File: src/rtl/core/bmc_pkg.sv
// ----------------------------------------------------------------------------
// bmc_pkg
// Shared types and constants of the Mohr-Coulomb bond failure pipeline.
// ----------------------------------------------------------------------------
package bmc_pkg;

  localparam int STRESS_BITS_DEF = 32;
  localparam int SUM_W  = 34;
  localparam int F4_W   = 35;
  localparam int MAG_W  = 35;
  localparam int RAD_W  = 72;
  localparam int ROOT_W = 36;
  localparam int REM_W  = 40;
  localparam int CFG_IDX_W = 3;

  localparam logic [CFG_IDX_W-1:0] REG_COS     = 3'd0;
  localparam logic [CFG_IDX_W-1:0] REG_SIN     = 3'd1;
  localparam logic [CFG_IDX_W-1:0] REG_SLOPE   = 3'd2;
  localparam logic [CFG_IDX_W-1:0] REG_COH     = 3'd3;
  localparam logic [CFG_IDX_W-1:0] REG_TENSILE = 3'd4;

  localparam logic [1:0] OUT_KEPT    = 2'd0;
  localparam logic [1:0] OUT_SKIPPED = 2'd1;
  localparam logic [1:0] OUT_SHEAR   = 2'd2;
  localparam logic [1:0] OUT_TENSILE = 2'd3;

  typedef struct packed {
    logic signed [31:0] first_xx;
    logic signed [31:0] first_yy;
    logic signed [31:0] first_xy;
    logic signed [31:0] second_xx;
    logic signed [31:0] second_yy;
    logic signed [31:0] second_xy;
    logic               first_locked;
    logic               second_locked;
    logic               bond_live;
  } in_t;

  typedef struct packed {
    logic               bond_live_after;
    logic [1:0]         outcome;
    logic [31:0]        plane_shear;
    logic signed [31:0] plane_normal;
  } out_t;

  typedef struct packed {
    logic signed [15:0] cos_term;
    logic signed [15:0] sin_term;
    logic [15:0]        friction_slope;
    logic signed [31:0] cohesion;
    logic signed [31:0] tensile_strength;
  } cfg_t;

  typedef struct packed {
    logic signed [F4_W-1:0] f4;
    logic                   skip;
    logic                   live;
  } side_t;

  typedef struct packed {
    logic [REM_W-1:0]  rem;
    logic [ROOT_W-1:0] root;
    logic [RAD_W-1:0]  rad;
    side_t             side;
  } sq_t;

endpackage

File: src/rtl/core/bmc_sqrt_step.sv
// ----------------------------------------------------------------------------
// bmc_sqrt_step
// One registered digit step of the integer square root.
// ----------------------------------------------------------------------------
module bmc_sqrt_step (
  input  logic         clk,
  input  logic         rst_n,
  input  logic         en,
  input  logic         in_valid,
  input  bmc_pkg::sq_t in_data,
  output logic         out_valid,
  output bmc_pkg::sq_t out_data
);

  localparam int RW = bmc_pkg::REM_W;
  localparam int QW = bmc_pkg::ROOT_W;
  localparam int NW = bmc_pkg::RAD_W;

  logic         v_r;
  bmc_pkg::sq_t d_r;
  bmc_pkg::sq_t d_nxt;
  logic [RW-1:0] r2, trial;

  always_comb begin
    d_nxt = in_data;
    r2    = {in_data.rem[RW-3:0], in_data.rad[NW-1:NW-2]};
    trial = RW'({in_data.root, 2'b01});
    d_nxt.rad = {in_data.rad[NW-3:0], 2'b00};
    if (r2 >= trial) begin
      d_nxt.rem  = r2 - trial;
      d_nxt.root = {in_data.root[QW-2:0], 1'b1};
    end else begin
      d_nxt.rem  = r2;
      d_nxt.root = {in_data.root[QW-2:0], 1'b0};
    end
  end

  always_ff @(posedge clk) begin
    if (!rst_n) begin
      v_r <= 1'b0;
    end else if (en) begin
      v_r <= in_valid;
    end
  end

  always_ff @(posedge clk) begin
    if (en) begin
      d_r <= d_nxt;
    end
  end

  assign out_valid = v_r;
  assign out_data  = d_r;

endmodule

File: config.mk
export PLATFORM = sky130hd
export DESIGN_NAME = bmc_sqrt_step
export DESIGN_NICKNAME = d
export VERILOG_FILES = /design/src/rtl/core/bmc_pkg.sv /design/src/rtl/core/bmc_sqrt_step.sv
export SDC_FILE = /design/constraint.sdc
export NUM_CORES = 1
export LEC_CHECK = 0
export ABC_CLOCK_PERIOD_IN_PS = 3000
export BUFFER_PORTS_ARGS = -buffer_cell sky130_fd_sc_hd__buf_4
export CORE_AREA = 3 3 143 145
export CTS_BUF_LIST = sky130_fd_sc_hd__clkbuf_4
export CTS_CLUSTER_DIAMETER = 200
export DETAILED_ROUTE_END_ITERATION = 12
export DIE_AREA = 0 0 146 148
export PLACE_DENSITY = 0.74
export SLEW_MARGIN = 15
export SYNTH_ARGS = -nofsm -noshare
export SYNTH_HDL_FRONTEND = slang
export SYNTH_SLANG_ARGS = --single-unit
File: constraint.sdc
create_clock -name clk -period 3 [get_ports clk]
set_clock_uncertainty 0.05 [all_clocks]
set_input_delay 0.15 -clock clk [delete_from_list [all_inputs] [get_ports clk]]
set_output_delay 0.15 -clock clk [all_outputs]
set_load 0.02 [all_outputs]
# --- After elaboration in Yosys (flattened, before gate mapping) ---
# Index checks and enable logic that the tools add are counted.
word_totals:
  regBits: 184
  inputBits: 189
  out_inout_bits: 186
  wordCells: 10
op_classes:
  add_sub_neg: 1
  order_cmp: 1
  n_mux: 1
ops:
  columns: ["cell", "n"]
  rows:
  - ["76-bit two-way mux", 1]
  - ["40-bit by 38-bit >= comparator with 1-bit output", 1]
  - ["40-bit by 38-bit subtractor with 40-bit output", 1]

# --- Longest topological paths before layout ---
depth:
  depth_word: 2
  ltp_mapped: 13
  ltp_nobuf: 11

# --- Worst setup path before layout ---
# OpenSTA, ideal clock, no wires.
synth_timing:
  kind: "input -> register"
  from: "input port in_data[117] (netlist bit)"
  to: "register d_r, in the netlist out_data[182], data pin"
  setup_ns: 0.257
  arrival_ns: 2.222
  required_time_ns: 2.693
  slack_ns: 0.471
  cell_stages: 12
  path_cell_list: "inv_1 -> ha_1 -> buf_6 -> a41o_1 -> a221oi_2 -> nor3b_2 -> a2111oi_1 -> or4b_1 -> nand2_1 -> o21ai_1 -> xnor2_1 -> o21ai_1"
synth_lines:
  columns: ["element", "line", "source"]
  rows:
  - ["start, declared", "bmc_sqrt_step.sv:10", "input bmc_pkg::sq_t in_data,"]
  - ["end signal, assigned", "bmc_sqrt_step.sv:48", "d_r <= d_nxt;"]
  - ["end, declared", "bmc_sqrt_step.sv:20", "bmc_pkg::sq_t d_r;"]

==> metrics.csv <==
metric,value,unit
#FFs+latches synth,184,
worst endpoint required time,3.31,ns
final setup margin,0.0827,ns
share of cells above drive strength 1,36.4,%
fin crit share,97.2,%
Hold Fails Final Rpt,0,
synth warn,0,
Clock Sinks,184,
worst path cell trace,"dlygate4sd3_1, buf_4, inv_1, ha_1, a41o_1, a221oi_2, nor3b_2, a2111oi_2, or4b_1, nand2_1, o21ai_1, xnor2_1, o21ai_1",
TNS Setup,0,ns
Worst-path clk slew,0.21,ns
sequential share of power,48.6,%
Detailed Route WL,30500,um
Worst-Margin Slew,0.665,ns
sequential fraction of the synthesis area,66.2,%
TritonCTS Buffers,17,
Syn-to-layout area delta,64.1,%
"Async S/R FF share, synth",0,%
Nets,1414,
fin crit period,2.92,ns
pre-CTS WS,0.0469,ns
core area,19300,um2
HPWL after DPL,19800,um
Crit Path Category,input port to flip-flop,
die span in y,148,um
post-synthesis cell area,8330,um2
Worst Hold Class,input port to flip-flop,
Total GRT Usage,27.5,%
number of global-route vias before repair,7561,
CP bufs+invs,3,
CTS Buffer Depth,2,
P_leak,5.92,nW
Synth cell types,60,
Worst-Skew Late Latency,0.58,ns
sw frac,33.2,%
clk root buf,clkbuf_4,
Rows,51,
"slowest stage delay, CP",0.55,ns
switching pwr,2.21,mW
Int Pwr,4.44,mW
Initial Util,43.1,%
vias,7474,
drt via density,5.09,
GRT overflow,0,
WHS Path Cells,1,
Post-synth EDFFs,183,
max-slew violations,0,
Max Clock Freq,0.343,GHz
largest net degree at the start of global routing,79,
# H-tree levels,4,
first-pass detailed-route iteration total,5,
Slew HR,55.7,%
Die ar.,21600,um2
DR WL/cell,20.8,um
first-pass GRT wire length,45400,um
cells after synthesis,620,
Die Wd,146,um
Iter 0 DRT Violations,501,
CP max stage cell,dlygate4sd3_1,
Crit path max-delay family,simple AND/OR/NAND/NOR gates,
reg2reg path depth,3,
Port Buffer Count,370,
Worst Setup End Kind,flip-flop,
top_reg_cell synth,edfxtp_1,
clock group share of total power,22.4,%
I/O pins,375,
maxcap violations,0,
PwrDens,486,nW/um2
ANT nets after route,0,
Worst VDD drop,0.277,mV
CP Max Fanout,6,
RSZ-0062 raised after global routing,no,
DRC Markers,0,
stages on the worst setup path,13,
initial antenna violation count,2,
Comb power frac,29.0,%
WP data arrival,3.22,ns
final setup fails,0,
average size of a mapped cell,13.4,um2
CTS tree,built,
"most used cell, CP",o21ai_1,
GP Congestion,0.841,
status,"finished, final reports clean",
Critical Path Start Type,input port,
-- layout make-up --
type | instances | area, um2
Antenna cell | 2 | 5.00
Multi-Input combinational cell | 370 | 2550
Clock inverter | 15 | 190
Fill cell | 1326 | 5670
Timing Repair Buffer | 569 | 4780
Inverter | 45 | 169
Sequential cell | 184 | 5520
Tap cell | 265 | 332
Clock buffer | 17 | 128
-- cells by family (layout without fill, tap and decap cells) --
logic type / count (synthesis) / in the layout / synth area share (%)
AOI/OAI and AO/OA: 154 / 154 / 12.2
xor gates and xnor gates: 39 / 39 / 4.10
adders and majority gates: 38 / 38 / 5.71
buffers and inverters: 67 / 646 / 3.50
DFF: 184 / 184 / 66.2
muxes: 4 / 4 / 0.511
other: 1 / 4 / 0.0450
and+or+nand+nor: 133 / 133 / 7.72
-- power groups by stage --
stage	registers [mW]	logic [mW]	clock network [mW]
finish	3.23	1.93	1.49
CTS	3.21	1.89	1.51
detailed placement	3.27	1.68	0
global placement	3.26	1.66	0
global route	3.25	2.05	1.64
floorplan	3.60	0.528	0
-- Yosys cell counts, types with 2 or more instances --
| master | instances | share of area [%] |
|---|---|---|
| a2111oi_0 | 3 | 0.32 |
| a2111oi_4 | 2 | 0.66 |
| a211o_1 | 3 | 0.32 |
| a211oi_1 | 5 | 0.45 |
| a21boi_1 | 3 | 0.27 |
| a21o_1 | 19 | 1.7 |
| a21oi_1 | 38 | 2.3 |
| a31oi_1 | 4 | 0.30 |
| a41oi_1 | 2 | 0.21 |
| and2_1 | 3 | 0.23 |
| and3_1 | 2 | 0.15 |
| buf_2 | 9 | 0.54 |
| buf_4 | 3 | 0.27 |
| buf_6 | 2 | 0.27 |
| clkbuf_1 | 6 | 0.27 |
| clkbuf_2 | 2 | 0.12 |
| edfxtp_1 | 183 | 66 |
| ha_1 | 38 | 5.7 |
| inv_1 | 44 | 2.0 |
| mux2_1 | 2 | 0.27 |
| mux2i_1 | 2 | 0.24 |
| nand2_1 | 63 | 2.8 |
| nand2b_1 | 5 | 0.38 |
| nand3_1 | 7 | 0.42 |
| nand4_1 | 10 | 0.75 |
| nor2_1 | 20 | 0.90 |
| nor2b_1 | 4 | 0.30 |
| nor3_1 | 7 | 0.42 |
| nor4_1 | 2 | 0.15 |
| o211ai_1 | 2 | 0.18 |
| o21a_1 | 2 | 0.18 |
| o21ai_0 | 38 | 2.3 |
| o21ai_1 | 15 | 0.90 |
| o21bai_1 | 4 | 0.36 |
| o22ai_1 | 2 | 0.15 |
| or2_2 | 2 | 0.15 |
| or3_4 | 2 | 0.27 |
| xnor2_1 | 18 | 1.9 |
| xor2_1 | 21 | 2.2 |
-- what timing repair did --
item | CTS | global route
gates resized for setup | 0 | 4
endpoints found under the setup margin | 0 | 19
endpoints found under the hold margin | 183 | 0
hold buffers | 184 | 0
buffers inserted | 0 | 0
-- metrics by stage --
stage	instance area (um2)	utilization, %	power, mW	hold slack [ns]	std cells
after detailed placement	11500	59.4	4.95	0.279	1249
after global routing	13700	70.7	6.94	0.0968	1467
final	13700	70.7	6.65	0.107	1467
after floorplan	8330	-	4.13	0.199	621
after CTS	13600	70.6	6.61	0.117	1465
after global placement	11500	59.4	4.92	0.278	1249
-- flip-flops by register name, indices dropped and copies added (netlist names) --
register	count
out_valid	1
out_data	183
-- cells in the final DEF (no fill, tap or decap), drive strengths merged, types with 9 or more instances in the layout --
| cell | instances |
|---|---|
| ha | 38 |
| o21ai | 53 |
| nand4 | 10 |
| a21oi | 39 |
| nor3 | 9 |
| inv | 53 |
| dlygate4sd3 | 184 |
| clkbuf | 18 |
| xor2 | 21 |
| a21o | 19 |
| edfxtp | 183 |
| nor2 | 20 |
| buf | 384 |
| xnor2 | 18 |
| nand2 | 64 |
-- layer usage --
metal  up-vias  global-route usage (%)  share of wire, %
met5         -                       0                 0
met4         0                    11.8               4.6
met3        72                    6.81               7.1
met2       409                    46.4                49
met1      3556                    34.0                39
li1       3437                       -                 -
-- worst paths after layout --
path         slack, ns    startpoint       endpoint
min               0.11            en   out_data[76]
max reg2reg       1.65     out_valid      out_valid
max               0.08  in_data[116]  out_data[182]
min reg2reg       1.14     out_valid      out_valid
Note: power is estimated with default switching activity, not from simulation.
