==> src/rtl/core/bmc_pkg.sv <==
// ----------------------------------------------------------------------------
// bmc_pkg
// Shared types and constants of the Mohr-Coulomb bond failure pipeline.
// ----------------------------------------------------------------------------
package bmc_pkg;

  localparam int STRESS_BITS_DEF = 32;
  localparam int SUM_W  = 34;
  localparam int F4_W   = 35;
  localparam int MAG_W  = 35;
  localparam int RAD_W  = 72;
  localparam int ROOT_W = 36;
  localparam int REM_W  = 40;
  localparam int CFG_IDX_W = 3;

  localparam logic [CFG_IDX_W-1:0] REG_COS     = 3'd0;
  localparam logic [CFG_IDX_W-1:0] REG_SIN     = 3'd1;
  localparam logic [CFG_IDX_W-1:0] REG_SLOPE   = 3'd2;
  localparam logic [CFG_IDX_W-1:0] REG_COH     = 3'd3;
  localparam logic [CFG_IDX_W-1:0] REG_TENSILE = 3'd4;

  localparam logic [1:0] OUT_KEPT    = 2'd0;
  localparam logic [1:0] OUT_SKIPPED = 2'd1;
  localparam logic [1:0] OUT_SHEAR   = 2'd2;
  localparam logic [1:0] OUT_TENSILE = 2'd3;

  typedef struct packed {
    logic signed [31:0] first_xx;
    logic signed [31:0] first_yy;
    logic signed [31:0] first_xy;
    logic signed [31:0] second_xx;
    logic signed [31:0] second_yy;
    logic signed [31:0] second_xy;
    logic               first_locked;
    logic               second_locked;
    logic               bond_live;
  } in_t;

  typedef struct packed {
    logic               bond_live_after;
    logic [1:0]         outcome;
    logic [31:0]        plane_shear;
    logic signed [31:0] plane_normal;
  } out_t;

  typedef struct packed {
    logic signed [15:0] cos_term;
    logic signed [15:0] sin_term;
    logic [15:0]        friction_slope;
    logic signed [31:0] cohesion;
    logic signed [31:0] tensile_strength;
  } cfg_t;

  typedef struct packed {
    logic signed [F4_W-1:0] f4;
    logic                   skip;
    logic                   live;
  } side_t;

  typedef struct packed {
    logic [REM_W-1:0]  rem;
    logic [ROOT_W-1:0] root;
    logic [RAD_W-1:0]  rad;
    side_t             side;
  } sq_t;

endpackage

==> src/rtl/core/bmc_back.sv <==
// ----------------------------------------------------------------------------
// bmc_back
// Projects onto the failure plane, tests both criteria and saturates.
// ----------------------------------------------------------------------------
module bmc_back (
  input  logic          clk,
  input  logic          rst_n,
  input  logic          en,
  input  logic          in_valid,
  input  bmc_pkg::sq_t  in_data,
  input  bmc_pkg::cfg_t cfg,
  output logic          out_valid,
  output bmc_pkg::out_t out_data
);

  logic v1_r, v2_r, v3_r, v4_r;
  logic skip1_r, live1_r, skip2_r, live2_r, skip3_r, live3_r;
  logic [51:0]        ps_r;
  logic signed [51:0] pc_r;
  logic signed [37:0] t4_r;
  logic signed [bmc_pkg::F4_W-1:0] f4_r;
  logic [35:0]        sh2_r, sh3_r;
  logic signed [35:0] nm2_r, nm3_r;
  logic               neg2_r, pos2_r, ten2_r, neg3_r, ten3_r;
  logic signed [53:0] sp_r;
  bmc_pkg::out_t      o_r;

  logic [15:0] sin_mag;
  logic signed [51:0] ns_nxt;
  logic signed [53:0] rhs;
  logic [53:0] rhs_mag;
  logic shear_hit;
  bmc_pkg::out_t o_nxt;

  always_comb begin
    sin_mag = cfg.sin_term[15] ? 16'(-cfg.sin_term) : 16'(cfg.sin_term);
    ns_nxt  = (52'(f4_r) <<< 14) - pc_r;
    rhs     = (54'(cfg.cohesion) <<< 10) - sp_r;
    rhs_mag = rhs[53] ? 54'(-rhs) : 54'(rhs);
    shear_hit = neg3_r && (54'({sh3_r, 10'b0}) >= rhs_mag);
    o_nxt.bond_live_after = 1'b0;
    o_nxt.outcome = bmc_pkg::OUT_KEPT;
    o_nxt.plane_shear = (|sh3_r[35:32]) ? 32'hFFFF_FFFF : sh3_r[31:0];
    if (nm3_r[35:31] == 5'b00000 || nm3_r[35:31] == 5'b11111) begin
      o_nxt.plane_normal = nm3_r[31:0];
    end else begin
      o_nxt.plane_normal = nm3_r[35] ? 32'sh8000_0000 : 32'sh7FFF_FFFF;
    end
    if (skip3_r) begin
      o_nxt.outcome = bmc_pkg::OUT_SKIPPED;
      o_nxt.bond_live_after = live3_r;
      o_nxt.plane_shear = '0;
      o_nxt.plane_normal = '0;
    end else if (shear_hit) begin
      o_nxt.outcome = bmc_pkg::OUT_SHEAR;
    end else if (ten3_r) begin
      o_nxt.outcome = bmc_pkg::OUT_TENSILE;
    end else begin
      o_nxt.bond_live_after = 1'b1;
    end
  end

  always_ff @(posedge clk) begin
    if (!rst_n) begin
      v1_r <= 1'b0;
      v2_r <= 1'b0;
      v3_r <= 1'b0;
      v4_r <= 1'b0;
    end else if (en) begin
      v1_r <= in_valid;
      v2_r <= v1_r;
      v3_r <= v2_r;
      v4_r <= v3_r;
    end
  end

  always_ff @(posedge clk) begin
    if (en) begin
      ps_r    <= 52'(in_data.root) * 52'(sin_mag);
      pc_r    <= $signed({1'b0, in_data.root}) * cfg.cos_term;
      t4_r    <= 38'(in_data.side.f4) + 38'($signed({1'b0, in_data.root}));
      f4_r    <= in_data.side.f4;
      skip1_r <= in_data.side.skip;
      live1_r <= in_data.side.live;
      sh2_r   <= ps_r[51:16];
      nm2_r   <= ns_nxt[51:16];
      neg2_r  <= ns_nxt[51];
      pos2_r  <= ~ns_nxt[51] & (|ns_nxt);
      ten2_r  <= t4_r >= (38'(cfg.tensile_strength) <<< 2);
      skip2_r <= skip1_r;
      live2_r <= live1_r;
      sp_r    <= $signed({1'b0, cfg.friction_slope}) * nm2_r;
      sh3_r   <= sh2_r;
      nm3_r   <= nm2_r;
      neg3_r  <= neg2_r;
      ten3_r  <= ten2_r & pos2_r;
      skip3_r <= skip2_r;
      live3_r <= live2_r;
      o_r     <= o_nxt;
    end
  end

  assign out_valid = v4_r;
  assign out_data  = o_r;

endmodule

==> config.mk <==
export PLATFORM = sky130hd
export DESIGN_NAME = bmc_back
export DESIGN_NICKNAME = d
export VERILOG_FILES = /design/src/rtl/core/bmc_pkg.sv /design/src/rtl/core/bmc_back.sv
export SDC_FILE = /design/constraint.sdc
export NUM_CORES = 2
export LEC_CHECK = 0
export CAP_MARGIN = 20
export CORE_MARGIN = 3
export CORE_UTILIZATION = 40
export DETAILED_ROUTE_END_ITERATION = 10
export DONT_BUFFER_PORTS = 1
export GPL_ROUTABILITY_DRIVEN = 0
export GPL_TIMING_DRIVEN = 0
export PLACE_DENSITY = 0.64
export SLEW_MARGIN = 20
export SYNTH_ARGS = -nofsm -noshare
export SYNTH_HDL_FRONTEND = slang
export SYNTH_SLANG_ARGS = --single-unit
export TNS_END_PERCENT = 1
==> constraint.sdc <==
create_clock -name clk -period 22.1 [get_ports clk]
set_input_delay 2.21 -clock clk [delete_from_list [all_inputs] [get_ports clk]]
set_output_delay 2.21 -clock clk [all_outputs]
set_load 0.005 [all_outputs]
* Word-level counts from Yosys, hierarchy flattened
Cells that the tools add are included.
Word-level totals: bits in registers 457, bits of input ports 301, output and inout port bits 68, logic and storage cells 57
Operators by class: add/sub/neg operators 5, $mul 3, order comparisons 2, equality and inequality tests 1, muxes and demuxes 10, bitwise operators 3, reductions and logical operators 5
Operators by type and width (number):
- 2-to-1 mux 32 bit | 3
- >= comparator 46 x 54 -> 1 bit | 1
- 2-to-1 mux 54 bit | 1
- negation 54 bit | 1
- subtractor 42 x 54 -> 54 bit | 1
- multiplier 17 x 36 -> 53 bit | 1
- multiplier 36 x 16 -> 52 bit | 1
- multiplier 37 x 16 -> 52 bit | 1
- OR reduction 52 bit | 1
- subtractor 49 x 52 -> 52 bit | 1
- adder 35 x 37 -> 38 bit | 1
- >= comparator 38 x 34 -> 1 bit | 1
- 2-to-1 mux 16 bit | 1
- negation 16 bit | 1
- == test 5 bit, second input constant | 1
- zero test 5 bit | 1
- 2-to-1 mux 2 bit | 2
- OR reduction 4 bit | 1
- 2-to-1 mux 3 bit | 1
- AND 1 bit | 2
- 2-to-1 mux 1 bit | 2
- logical AND 1 bit | 1
- logical OR 1 bit | 1
- NOT 1 bit | 1

* Longest topological paths before layout
depth in word-level cells 7, depth in mapped cells 36, depth with buffers taken out 33

* Worst setup path before layout
Ideal clock, no wire load.
path type in2reg, from input cfg[85] in the netlist's numbering, to register ps_r[50], data pin, library setup time 262 ps, arrival 10304 ps, data required time 21838 ps, setup slack 11534 ps, stages 30, path buffers 1, cell sequence or4_1 > nor4_1 > nand2b_1 > or2_2 > o21ai_0 > xnor2_1 > clkbuf_1 > nand2_1 > fa_1 > inv_1 > fa_1 > fa_1 > fa_1 > fa_1 > inv_1 > fa_1 > inv_1 > ha_1 > and3_1 > a221o_1 > a21oi_1 > nor4b_1 > o41a_1 > a211oi_1 > o31ai_1 > a21boi_0 > a311oi_1 > o21bai_1 > a211oi_1 > a21oi_1
On the way: word-level cells in the longest chain between the ends 3
RTL lines:
- start, declared | RTL line bmc_back.sv:11 | input bmc_pkg::cfg_t cfg,
- negation 16 bit | RTL line bmc_back.sv:36 | sin_mag = cfg.sin_term[15] ? 16'(-cfg.sin_term) : 16'(cfg.sin_term);
- 2-to-1 mux 16 bit * | RTL line bmc_back.sv:36
- multiplier 36 x 16 -> 52 bit * | RTL line bmc_back.sv:79 | ps_r <= 52'(in_data.root) * 52'(sin_mag);
- end signal, assigned | RTL line bmc_back.sv:79
- end, declared | RTL line bmc_back.sv:18 | logic [51:0] ps_r;
Every way passes the cells marked *; elsewhere a longest branch is shown, timed or not. A chain may end at the register's enable or synchronous reset.

* Final worst setup path
from input cfg[80] in the netlist's numbering, to register ps_r[51], data pin
Same word-level chain as after synthesis.

==> results_dict.tcl <==
set metrics [dict create \
    ys_seq_area_share_pct 16.5 \
    yosys.cell_types.count 104 \
    postSynthAreaPerCell_sq_um 9.41 \
    port_buffers 0 \
    arrival_ns 13.63 \
    cpLargestDelayFamily "compound AO/OA/AOI/OAI gates" \
    layout.nets 10900 \
    core-area_sq_mm 0.198 \
    post_cts_buffers 0 \
    finalCriticalPeriod_ns 13.32 \
    status "finished clean" \
    cts_made_buffers 53 \
    routedWlPerCell_um 21.4 \
    synth.area.mux_share_pct 0.127 \
    yosys.area_share.simple_pct 15.5 \
    cts_htree_levels 2 \
    cts.clk_slew.worst_paths_ns 0.05 \
    synth_xor_area_share_pct 3.04 \
    drv_slew 0 \
    cap_violations 0 \
    firstDrtPassIters 6 \
    max_stage_delay_ns 0.78 \
    rows 163 \
    hold_violations 0 \
    synth_fa_ha_area_share_pct 46.9 \
    ys_seq_elements 438 \
    num_io_pins 369 \
    nFillCells 19200 \
    grt_usage_pct 23.8 \
    yosysWarnings 0 \
    setup_viol 0 \
    gr-total-overflow 0 \
    cts_buffer_depth 3 \
    max_slew.worst_pin.slew_ns 1.15 \
    route.detailed.drc 0 \
    synth_top_family_by_area "adder cells" \
    cts_hold_buffers 0 \
    hp-class "register to register" \
    synth_fp_nets 10800 \
    critPathBufInv 9 \
    crit_fanout 10 \
    antenna_found_initial 37 \
    synth_compound_area_share_pct 7.51 \
    crit_type "input port to register" \
    synth-edff-count 434 \
    required_ns 22.41 \
    clockRootBuffer "clkbuf_16" \
    first_iter_violations 4837 \
    initial_core_util_pct 40.3 \
    post_drt_via_cell_ratio 5.31 \
    synthArstFlopShare_pct 0 \
    cts_resized 0 \
    syn_inst 8453 \
    clk_latency_ns 0.69 \
    drive_above_1_share_pct 2.11 \
    seq_area_sq_mm 0.0131 \
    cts_sinks 438 \
    synth_flop_cell "edfxtp_1" \
    startpoint_type "input port" \
    grt_pass1_vias 62800 \
    finalWirelength_um 240000 \
    die_y_um 452 \
    multiInputGateArea_sq_mm 0.0582 \
    reg2regPathDepth 24 \
    critPathCaptureType "register" \
    die_area_sq_mm 0.204 \
    slowest_stage "xnor2_2" \
    grt_max_degree 436 \
    die_w_um 452 \
    dp_hpwl_um 202000 \
    holdPathStages 0 \
    cts_tree "yes" \
    grt_pass1_wl_um 369000 \
    ant_nets 0 \
    path_depth 34 \
    setup-tns-final_ns 0 \
    slew_headroom_pct 23.1 \
    fmax_ghz 0.0751 \
    period_share_pct 60.3 \
    area_growth_pct 6.74 \
    vias 59600 \
    finClkSkew_ns 0.0620 \
    rsz0062_at_grt "no" \
    synth_area_sq_mm 0.0796 \
]
==> synth_stat cells, types with 6 or more instances <==
library cell | n | area [sq um]
a2111oi_0 | 12 | 105
a211o_1 | 10 | 87.6
a211oi_1 | 33 | 248
a21boi_0 | 7 | 52.6
a21o_1 | 154 | 1160
a21oi_1 | 243 | 1220
a221oi_1 | 11 | 96.3
a31o_2 | 6 | 52.6
a31oi_1 | 21 | 131
and2_1 | 592 | 3700
and3_1 | 36 | 225
and4_1 | 11 | 96.3
and4b_1 | 6 | 60.1
buf_1 | 8 | 30.0
buf_2 | 9 | 45.0
clkbuf_1 | 363 | 1360
edfxtp_1 | 434 | 13000
fa_1 | 1493 | 29900
ha_1 | 595 | 7440
inv_1 | 1798 | 6750
mux2i_1 | 9 | 90.1
nand2_1 | 1277 | 4790
nand2b_1 | 72 | 450
nand3_1 | 63 | 315
nand4_1 | 46 | 288
nor2_1 | 252 | 946
nor2b_1 | 41 | 257
nor3_1 | 63 | 315
nor4_1 | 14 | 87.6
o2111ai_1 | 8 | 70.1
o211a_1 | 6 | 60.1
o211ai_1 | 24 | 180
o21a_1 | 79 | 593
o21ai_0 | 135 | 676
o21ai_1 | 6 | 30.0
o21bai_1 | 27 | 203
o31a_1 | 8 | 70.1
o31ai_1 | 15 | 113
or2_2 | 13 | 81.3
or3_1 | 25 | 156
or4_1 | 17 | 128
xnor2_1 | 194 | 1700
xor2_1 | 82 | 718
==> metrics by stage <==
step,utilization (%),setup WS (ns),cells,area [sq um],hold WS (ns)
after floorplan,-,11.53,8453,79600,0.400
after global placement,41.9,7.97,11100,82900,0.404
after detailed placement,42.0,8.31,11100,83100,0.405
after CTS,42.9,8.97,11200,84800,0.355
after global routing,43.0,8.04,11200,84900,0.373
final,43.0,8.78,11200,84900,0.368
==> flip-flops by register name (all words and copies together), names as in the netlist <==
name,cells
ten3_r,1
live2_r,1
pc_r,52
out_data,67
skip2_r,1
skip3_r,1
out_valid,1
live3_r,1
sp_r,53
nm3_r,36
sh2_r,36
t4_r,38
ps_r,36
v2_r,1
skip1_r,1
live1_r,1
ten2_r,1
v1_r,1
v3_r,1
nm2_r,36
f4_r,35
pos2_r,1
sh3_r,36
==> layout make-up <==
cell class | instances | area share, %
Timing Repair Buffer | 11 | 0.196
Multi-Input combinational cell | 5827 | 68.6
Tap cell | 2640 | 3.89
Antenna cell | 18 | 0.0530
Clock buffer | 57 | 1.60
Sequential cell | 438 | 15.4
Clock inverter | 41 | 0.445
Buffer | 390 | 1.86
Inverter | 1798 | 7.95
==> path summary, 6_finish.rpt <==
path,from,end,slack [ns]
max,cfg[80],ps_r[51]$_DFFE_PP_,8.78
min,ps_r[51]$_DFFE_PP_,sh2_r[35]$_DFFE_PP_,0.37
max reg2reg,nm2_r[11]$_DFFE_PP_,sp_r[52]$_DFFE_PP_,12.96
min reg2reg,ps_r[51]$_DFFE_PP_,sh2_r[35]$_DFFE_PP_,0.37
==> routing by layer <==
metal	routed length (um)	global-route usage, %
met3	21500	5.18
met2	112000	38.8
met1	91400	29.5
met5	53	0
met4	15200	12.8
==> layout by cell type (no fill, tap or decap), drive strengths merged, types with 8 or more instances in the layout <==
master and instances:
inv 1805, fa 1493, nand2 1278, ha 595, and2 594, edfxtp 434, clkbuf 420, nor2 252
a21oi 243, xnor2 194, a21o 154, o21ai 142, xor2 82, o21a 79, nand2b 72, nor3 65
nand3 64, nand4 47, nor2b 41, and3 36, buf 36, a211oi 33, o21bai 27, or3 25
o211ai 24, a31oi 21, clkinv 21, or4 19, diode 18, nor4 18, o31ai 15, a2111oi 15
or2 13, a221oi 12, and4 11, a211o 10, mux2i 9, clkinvlp 9, o2111ai 8, o31a 8
==> worst reg2reg max path: stages (launching register included) <==
cell and delay, ns:
edfxtp_1 0.84, clkbuf_1 0.51, nand2_1 0.16, fa_1 0.56, inv_1 0.05, fa_1 0.57
fa_1 0.46, fa_1 0.55, inv_1 0.05, fa_1 0.48, inv_1 0.05, fa_1 0.47
ha_1 0.37, a21o_1 0.20, a21o_1 0.18, a2111oi_0 0.61, nor4_1 0.14, or3_1 0.48
o211ai_1 0.32, a2111oi_0 0.22, o31ai_1 0.53, o21ai_0 0.30, or2_2 0.38, a221oi_1 0.30
xnor2_1 0.14
==> logic make-up (layout without fill, tap and decap cells) <==
family / Yosys count / count (layout)
buffers and inverters: 2188 / 2297
and+or+nand+nor: 2567 / 2567
AOI/OAI and AO/OA: 886 / 886
DFF: 438 / 438
muxes: 10 / 10
adders and majority gates: 2088 / 2088
other: 0 / 18
xor gates and xnor gates: 276 / 276
Power is left out: the tool's default activity adds up to more than one toggle a clock period on the data nets, which glitch-free logic cannot reach.
