File: config.mk
export PLATFORM = sky130hd
export DESIGN_NAME = bmc_front
export DESIGN_NICKNAME = d
export VERILOG_FILES = /design/src/rtl/core/bmc_pkg.sv /design/src/rtl/core/bmc_front.sv
export SDC_FILE = /design/constraint.sdc
export NUM_CORES = 2
export LEC_CHECK = 0
export BUFFER_PORTS_ARGS = -buffer_cell sky130_fd_sc_hd__buf_2
export CORE_ASPECT_RATIO = 0.75
export CORE_MARGIN = 4
export CORE_UTILIZATION = 45
export CTS_BUF_LIST = sky130_fd_sc_hd__clkbuf_4 sky130_fd_sc_hd__clkbuf_8
export DETAILED_ROUTE_END_ITERATION = 12
export PLACE_DENSITY_LB_ADDON = 0.3
export SYNTH_ARGS = -nofsm -noshare
export SYNTH_HDL_FRONTEND = slang
export SYNTH_SLANG_ARGS = --single-unit
File: constraint.sdc
create_clock -name clk -period 13.4 [get_ports clk]
set_input_delay 0 -clock clk [delete_from_list [all_inputs] [get_ports clk]]
set_output_delay 0 -clock clk [all_outputs]
set_load 0.05 [all_outputs]
File: src/rtl/core/bmc_pkg.sv
// ----------------------------------------------------------------------------
// bmc_pkg
// Shared types and constants of the Mohr-Coulomb bond failure pipeline.
// ----------------------------------------------------------------------------
package bmc_pkg;

  localparam int STRESS_BITS_DEF = 32;
  localparam int SUM_W  = 34;
  localparam int F4_W   = 35;
  localparam int MAG_W  = 35;
  localparam int RAD_W  = 72;
  localparam int ROOT_W = 36;
  localparam int REM_W  = 40;
  localparam int CFG_IDX_W = 3;

  localparam logic [CFG_IDX_W-1:0] REG_COS     = 3'd0;
  localparam logic [CFG_IDX_W-1:0] REG_SIN     = 3'd1;
  localparam logic [CFG_IDX_W-1:0] REG_SLOPE   = 3'd2;
  localparam logic [CFG_IDX_W-1:0] REG_COH     = 3'd3;
  localparam logic [CFG_IDX_W-1:0] REG_TENSILE = 3'd4;

  localparam logic [1:0] OUT_KEPT    = 2'd0;
  localparam logic [1:0] OUT_SKIPPED = 2'd1;
  localparam logic [1:0] OUT_SHEAR   = 2'd2;
  localparam logic [1:0] OUT_TENSILE = 2'd3;

  typedef struct packed {
    logic signed [31:0] first_xx;
    logic signed [31:0] first_yy;
    logic signed [31:0] first_xy;
    logic signed [31:0] second_xx;
    logic signed [31:0] second_yy;
    logic signed [31:0] second_xy;
    logic               first_locked;
    logic               second_locked;
    logic               bond_live;
  } in_t;

  typedef struct packed {
    logic               bond_live_after;
    logic [1:0]         outcome;
    logic [31:0]        plane_shear;
    logic signed [31:0] plane_normal;
  } out_t;

  typedef struct packed {
    logic signed [15:0] cos_term;
    logic signed [15:0] sin_term;
    logic [15:0]        friction_slope;
    logic signed [31:0] cohesion;
    logic signed [31:0] tensile_strength;
  } cfg_t;

  typedef struct packed {
    logic signed [F4_W-1:0] f4;
    logic                   skip;
    logic                   live;
  } side_t;

  typedef struct packed {
    logic [REM_W-1:0]  rem;
    logic [ROOT_W-1:0] root;
    logic [RAD_W-1:0]  rad;
    side_t             side;
  } sq_t;

endpackage

File: src/rtl/core/bmc_front.sv
// ----------------------------------------------------------------------------
// bmc_front
// Sums the end point stresses, forms the circle terms and the radicand.
// ----------------------------------------------------------------------------
module bmc_front #(
  parameter int STRESS_BITS = bmc_pkg::STRESS_BITS_DEF
) (
  input  logic          clk,
  input  logic          rst_n,
  input  logic          en,
  input  logic          in_valid,
  input  bmc_pkg::in_t  in_data,
  output logic          out_valid,
  output bmc_pkg::sq_t  out_data
);

  localparam int RB = (STRESS_BITS <= 32) ? STRESS_BITS : 32;
  localparam int SW = bmc_pkg::SUM_W;
  localparam int FW = bmc_pkg::F4_W;
  localparam int MW = bmc_pkg::MAG_W;
  localparam int HW = MW - 18;

  logic signed [SW-1:0] ax, ay, axy, bx, by, bxy;

  if (STRESS_BITS <= 32) begin : g_sext
    assign ax  = {{(SW-RB){in_data.first_xx[RB-1]}},  in_data.first_xx[RB-1:0]};
    assign ay  = {{(SW-RB){in_data.first_yy[RB-1]}},  in_data.first_yy[RB-1:0]};
    assign axy = {{(SW-RB){in_data.first_xy[RB-1]}},  in_data.first_xy[RB-1:0]};
    assign bx  = {{(SW-RB){in_data.second_xx[RB-1]}}, in_data.second_xx[RB-1:0]};
    assign by  = {{(SW-RB){in_data.second_yy[RB-1]}}, in_data.second_yy[RB-1:0]};
    assign bxy = {{(SW-RB){in_data.second_xy[RB-1]}}, in_data.second_xy[RB-1:0]};
  end else begin : g_zext
    assign ax  = {2'b00, in_data.first_xx};
    assign ay  = {2'b00, in_data.first_yy};
    assign axy = {2'b00, in_data.first_xy};
    assign bx  = {2'b00, in_data.second_xx};
    assign by  = {2'b00, in_data.second_yy};
    assign bxy = {2'b00, in_data.second_xy};
  end

  logic v1_r, v2_r, v3_r, v4_r;
  logic signed [SW-1:0] sxx_r, syy_r, sxy_r;
  logic skip1_r, live1_r, skip2_r, live2_r, skip3_r, live3_r;
  logic signed [FW-1:0] f4_2_r, f4_3_r;
  logic [MW-1:0] md_r, me_r;
  logic [2*HW-1:0] dhh_r, ehh_r;
  logic [HW+18:0]  dhl_r, ehl_r;
  logic [35:0]     dll_r, ell_r;
  bmc_pkg::sq_t    sq_r;

  logic signed [FW-1:0] f4_nxt, d_nxt, e_nxt;
  logic [MW-1:0] md_nxt, me_nxt;
  logic [bmc_pkg::RAD_W-1:0] rad_nxt;

  always_comb begin
    f4_nxt = FW'(sxx_r) + FW'(syy_r);
    d_nxt  = FW'(sxx_r) - FW'(syy_r);
    e_nxt  = FW'(sxy_r) <<< 1;
    md_nxt = d_nxt[FW-1] ? MW'(-d_nxt) : MW'(d_nxt);
    me_nxt = e_nxt[FW-1] ? MW'(-e_nxt) : MW'(e_nxt);
    rad_nxt = (bmc_pkg::RAD_W'(dhh_r) << 36) + (bmc_pkg::RAD_W'(dhl_r) << 19)
            + bmc_pkg::RAD_W'(dll_r)
            + (bmc_pkg::RAD_W'(ehh_r) << 36) + (bmc_pkg::RAD_W'(ehl_r) << 19)
            + bmc_pkg::RAD_W'(ell_r);
  end

  always_ff @(posedge clk) begin
    if (!rst_n) begin
      v1_r <= 1'b0;
      v2_r <= 1'b0;
      v3_r <= 1'b0;
      v4_r <= 1'b0;
    end else if (en) begin
      v1_r <= in_valid;
      v2_r <= v1_r;
      v3_r <= v2_r;
      v4_r <= v3_r;
    end
  end

  always_ff @(posedge clk) begin
    if (en) begin
      sxx_r   <= ax + bx;
      syy_r   <= ay + by;
      sxy_r   <= axy + bxy;
      skip1_r <= in_data.first_locked | in_data.second_locked | ~in_data.bond_live;
      live1_r <= in_data.bond_live;
      f4_2_r  <= f4_nxt;
      md_r    <= md_nxt;
      me_r    <= me_nxt;
      skip2_r <= skip1_r;
      live2_r <= live1_r;
      dhh_r   <= md_r[MW-1:18] * md_r[MW-1:18];
      dhl_r   <= md_r[MW-1:18] * md_r[17:0];
      dll_r   <= md_r[17:0] * md_r[17:0];
      ehh_r   <= me_r[MW-1:18] * me_r[MW-1:18];
      ehl_r   <= me_r[MW-1:18] * me_r[17:0];
      ell_r   <= me_r[17:0] * me_r[17:0];
      f4_3_r  <= f4_2_r;
      skip3_r <= skip2_r;
      live3_r <= live2_r;
      sq_r.rem       <= '0;
      sq_r.root      <= '0;
      sq_r.rad       <= rad_nxt;
      sq_r.side.f4   <= f4_3_r;
      sq_r.side.skip <= skip3_r;
      sq_r.side.live <= live3_r;
    end
  end

  assign out_valid = v4_r;
  assign out_data  = sq_r;

endmodule

# Yosys cells after proc, flatten, opt, wreduce, memory -nomap -nowiden
# Cells that the tools add are included.
totals:
  inputBits: 199
  wordCells: 52
  ff_bits: 569
  out_inout_bits: 186
op_classes:
  bitwise_logic: 3
  n_mux: 2
  n_addsub: 12
  mul: 6
ops:
  columns: ["cell", "count"]
  rows:
  - ["adder 32 x 32 -> 33 bit", 3]
  - ["adder 71 x 36 -> 72 bit", 1]
  - ["adder 72 x 36 -> 72 bit", 1]
  - ["adder 72 x 54 -> 72 bit", 1]
  - ["adder 72 x 70 -> 72 bit", 1]
  - ["multiplier 18 x 18 -> 36 bit", 2]
  - ["adder 70 x 54 -> 71 bit", 1]
  - ["multiplier 17 x 18 -> 35 bit", 2]
  - ["multiplier 17 x 17 -> 34 bit", 2]
  - ["2-to-1 mux 34 bit", 2]
  - ["negator 34 -> 35 bit", 1]
  - ["negator 35 bit", 1]
  - ["adder 33 x 33 -> 34 bit", 1]
  - ["subtractor 33 x 33 -> 34 bit", 1]
  - ["bitwise OR 1 bit", 2]
  - ["NOT 1 bit", 1]

# Depth between registers and ports, before layout
logic_depth:
  word_depth: 5
  ltp_mapped: 26
  depth_no_buf: 25

# Worst setup path after synthesis
# OpenSTA, ideal clock, no wires.
synth_path:
  kind: "reg2reg"
  start: "register md_r[10]"
  end: "register dll_r[32] (data pin)"
  slack_ns: 6.645
  setup_time_ns: 0.262
  t_arrival_ns: 6.493
  t_required_ns: 13.138
  stages_incl_launch_ff: 26
  synth_period_minus_slack_ns: 6.755
  n_path_buf: 2
  path_cell_list: "edfxtp_1 -> clkbuf_1 -> clkbuf_1 -> nand2_1 -> fa_1 -> inv_1 -> fa_1 -> inv_1 -> fa_1 -> fa_1 -> inv_1 -> fa_1 -> inv_1 -> fa_1 -> inv_1 -> ha_1 -> a21o_1 -> a21o_1 -> a21oi_1 -> a21bo_2 -> nor3_1 -> o31a_1 -> o41ai_1 -> a2111oi_0 -> a21oi_1 -> xor2_1"
synth_between:
  elab_chain_len: 1
synth_rtl:
  columns: ["item", "line_no", "rtl"]
  rows:
  - ["start: declaration", "bmc_front.sv:45", "logic [MW-1:0] md_r, me_r;"]
  - ["start signal: assignment", "bmc_front.sv:89", "md_r <= md_nxt;"]
  - ["multiplier 18 x 18 -> 36 bit", "bmc_front.sv:95", "dll_r <= md_r[17:0] * md_r[17:0];"]
  - ["end signal: assignment", "bmc_front.sv:95", null]
  - ["end: declaration", "bmc_front.sv:48", "logic [35:0] dll_r, ell_r;"]
# Every way passes these cells.
# A chain may end at the register's enable or synchronous reset.

# Worst setup path in the final report
layout_path:
  start: "register md_r[29]"
  end: "register dhh_r[31] (data pin)"
layout_between:
  elab_chain_len: 1
layout_rtl:
  columns: ["item", "line_no", "rtl"]
  rows:
  - ["multiplier 17 x 17 -> 34 bit", "bmc_front.sv:93", "dhh_r <= md_r[MW-1:18] * md_r[MW-1:18];"]
  - ["end signal: assignment", "bmc_front.sv:93", null]
  - ["end: declaration", "bmc_front.sv:46", "logic [2*HW-1:0] dhh_r, ehh_r;"]
# Every way passes these cells.

==> results.py <==
metrics = {
    "critical_path": {
        "timing.critical_path.arrival_ns": 8.08,
        "reg2reg_depth": 24,
        "worstSetupEndpointType": "flop",
        "worst_r2r_endpoint": "dhh_r[31]",
        "regToRegStartpoint": "md_r[29]",
        "crit_path_start_kind": "flop",
        "critPathRequiredTime_ns": 13.95,
        "crit_type": "flop to flop",
        "rrSetupSlack_ns": 5.87,
        "worstPathMaxFanout": 27,
    },
    "floorplanning": {
        "starting_density_of_the_core": 0.452,
        "dieHeight_um": 385,
        "die_area_um2": 197000,
        "floorplan.rows": 138,
        "die_w_um": 511,
        "floorplan.core_area_um2": 189000,
        "boundaryPins": 385,
    },
    "hold_path": {
        "worstHoldEndpoint": "sxx_r[21]",
        "hold_path_startpoint": "in_data[87]",
        "timing.hold.worst_path_depth": 6,
        "min-delay-path-class": "primary input to flop",
    },
    "global_routing": {
        "first_global_vias": 65409,
        "number_of_antenna_violations_at_the_first_check_in_global_routing": 5,
        "grt_use_met3": 0.0518,
        "gr-usage-all-layers": 0.222,
        "wire_length_of_the_first_global_routing_pass_um": 351000,
        "grt.met2_usage": 0.342,
        "global_route.overflow_total": 0,
        "groute.layer.met1.usage": 0.319,
        "grt_start_max_net_pins": 170,
        "gr-max-usage-layer": "met2",
    },
    "sta": {
        "clock-skew-final_ns": 0.0542,
        "final_max_slew_viol_count": 0,
        "max_freq_ghz": 0.133,
        "count_of_endpoints_failing_hold_in_the_final_timing_report": 0,
        "period_needed_ns": 7.53,
        "worst-slew-pin-transition_ns": 1.20,
        "grt_setup_unrepaired": "false",
        "final_setup_violation_count": 0,
        "tns_ns": 0,
        "slew-limit-headroom": 0.193,
        "post-route-period-util": 0.562,
    },
    "finish": {
        "area_overhead_of_the_layout_relative_to_synthesis_pct": 10.6,
        "leading_cell_type_in_the_layout_fill_and_taps_excluded": "inv_1",
        "seq_area_um2": 16600,
        "layout_filler_cell_count": 17176,
        "layout_cells_sized_above_1": 0.0624,
        "final_nets": 11754,
        "multi_input_comb_area_um2": 60200,
        "most-common-layout-cells": "inv_1 (1914), fa_1 (1327), ha_1 (954)",
    },
    "placement": {
        "buffer_ports.inserted": 307,
        "gp_congestion": 0.889,
        "dp_hpwl_um": 167000,
    },
    "logic_synthesis": {
        "avgSynthCellArea_um2": 9.73,
        "asyncSetResetFlopFracSynth": 0,
        "dominantRegCellSynth": "edfxtp_1",
        "cell_area_after_synthesis_um2": 85300,
        "syn_inst": 8769,
        "post_synth_and_or_nand_nor_area_fraction": 0.118,
        "synthXorXnorAreaFrac": 0.0478,
        "postSynthRegisterBits": 553,
        "post_synth_fa_ha_maj_area_fraction": 0.451,
        "area_fraction_in_compound_gates_after_synthesis": 0.0832,
        "dominant_combinational_cell_family_by_area_after_synthesis": "adder cells",
        "synth_seq_area_share": 0.194,
        "synthDistinctLibCells": 88,
        "yosysWarningCount": 0,
        "synthMuxAreaShare": 0.00147,
        "synth-edff-count": 549,
    },
    "drt": {
        "route.vias.total": 61833,
        "detail_route.wl_per_cell_um": 18.2,
        "violation_count_after_the_first_detailed_route_iteration": 4780,
        "drc_errors": 0,
        "viasPerCell": 5.21,
        "dr.pass1.iters": 5,
        "antenna_left": 0,
        "routed_wirelength_um": 216000,
    },
    "run": {
        "cap_viol_max_count": 0,
    },
    "clock_tree": {
        "cts_clock_pin_slew_for_the_worst_setup_and_hold_paths_ns": 0.06,
        "numCtsBuffers": 95,
        "cts_tree": "built",
        "htree_levels": 3,
        "clock_latency_on_the_worst_skew_pair_ns": 0.84,
        "clock_tree.buffer_depth": 3,
        "clock_tree.root_cell": "clkbuf_8",
        "clock_sink_count": 553,
    },
    "run_status": {
        "outcome": "completed",
    },
}
cells by family (layout without fill, tap and decap cells):
logic type	Yosys count	in the layout
AO/OA/AOI/OAI	1093	1093
XOR/XNOR	466	466
adder cells (fa/ha/maj)	2281	2281
buffers and inverters	2285	2784
flip-flops	553	553
multiplexers	12	12
other	1	81
AND/OR/NAND/NOR	2078	2078
registers in the layout, indices dropped and copies added (netlist names), 34 cells and up:
name / count
f4_2_r: 34
out_data: 106
md_r: 34
me_r: 34
dll_r: 35
ehl_r: 34
dhl_r: 35
synthesized netlist by cell type, types with 9 or more instances:
master    number  area, µm²
nand2b_1      55        344
nor4_1        16        100
a41oi_1       10       87.6
a31oi_1       45        282
nand3_1       71        355
o31ai_1       37        278
a21o_1       149       1120
buf_4         79        593
and3_1        31        194
o21a_1        53        398
a21boi_0      17        128
and2_1       489       3060
xor2_1       103        902
buf_2          9       45.0
a211o_1       11       96.3
o211ai_1      20        150
edfxtp_1     549      16500
nor2_1       324       1220
o21bai_1      65        488
clkbuf_1     273       1020
o21ai_0      188        941
inv_1       1914       7180
nand2_1      831       3120
nor3_1        75        375
xnor2_1      363       3180
ha_1         954      11900
nor2b_1       56        350
nand4_1       35        219
or4_1         15        113
o41ai_1       12        105
fa_1        1327      26600
a211oi_1      35        263
or2_2         17        106
or3_1         29        181
a21oi_1      326       1630
o31a_1        13        114
timing repair:
| action | 4_1_cts | 5_1_grt |
|---|---|---|
| hold buffers | 312 | 0 |
| gates resized for setup | 0 | 0 |
| endpoints found under the hold margin | 203 | 0 |
| buffers inserted | 0 | 0 |
critical path: stages (launching register included):
cell      delay [ns]
edfxtp_1        0.32
buf_4           0.36
clkinv_1        0.41
nor2_1          0.41
fa_1            0.48
inv_1           0.09
fa_1            0.41
fa_1            0.51
inv_1           0.05
fa_1            0.49
fa_1            0.51
inv_1           0.05
fa_1            0.48
inv_1           0.04
ha_1            0.32
a21o_1          0.18
a221o_1         0.35
and2_1          0.21
a211oi_1        0.28
nor3b_1         0.13
o31ai_1         0.34
o21ai_0         0.22
a211oi_1        0.33
nor2_1          0.13
xnor2_1         0.13
area by class of cell:
type / count / area share
multi-input combinational: 6009 / 0.638
sequential: 553 / 0.176
inverter: 1917 / 0.0763
timing repair buffer: 698 / 0.0560
tap: 2520 / 0.0334
clock buffer: 118 / 0.0160
clock inverter: 51 / 0.00521
antenna: 2 / 0.0000530
stage by stage:
step | worst slack (ns) | util | instance area (µm²) | std cells | hold slack (ns)
floorplan | 6.64 | - | 85600 | 8847 | 0.0989
global placement | 6.02 | 0.473 | 89200 | 11385 | 0.192
detailed placement | 5.89 | 0.473 | 89200 | 11385 | 0.196
CTS | 5.85 | 0.500 | 94400 | 11866 | 0.0235
global route | 5.30 | 0.500 | 94400 | 11867 | 0.137
finish | 5.87 | 0.500 | 94400 | 11868 | 0.180
layer usage:
layer / wire (µm) / vias to the layer above
li1: - / 28573
met1: 98800 / 30885
met2: 94200 / 2106
met3: 18500 / 265
met4: 4720 / 4
met5: 33 / -
how the worst max path moves through the flow:
stage | startpoint | to | slack (ns) | cells past startpoint
6_report | md_r[29] | dhh_r[31] | 5.87 | 24
5_1_grt | md_r[29] | dhh_r[33] | 5.30 | 24
4_1_cts | md_r[29] | dhh_r[33] | 5.85 | 24
3_5_place_dp | md_r[29] | dhh_r[31] | 5.89 | 24
3_3_place_gp | md_r[29] | dhh_r[31] | 6.02 | 24
2_1_floorplan | md_r[10] | dll_r[32] | 6.64 | 25
Power is left out: the tool's default activity adds up to more than one toggle a clock period on the data nets, which glitch-free logic cannot reach.
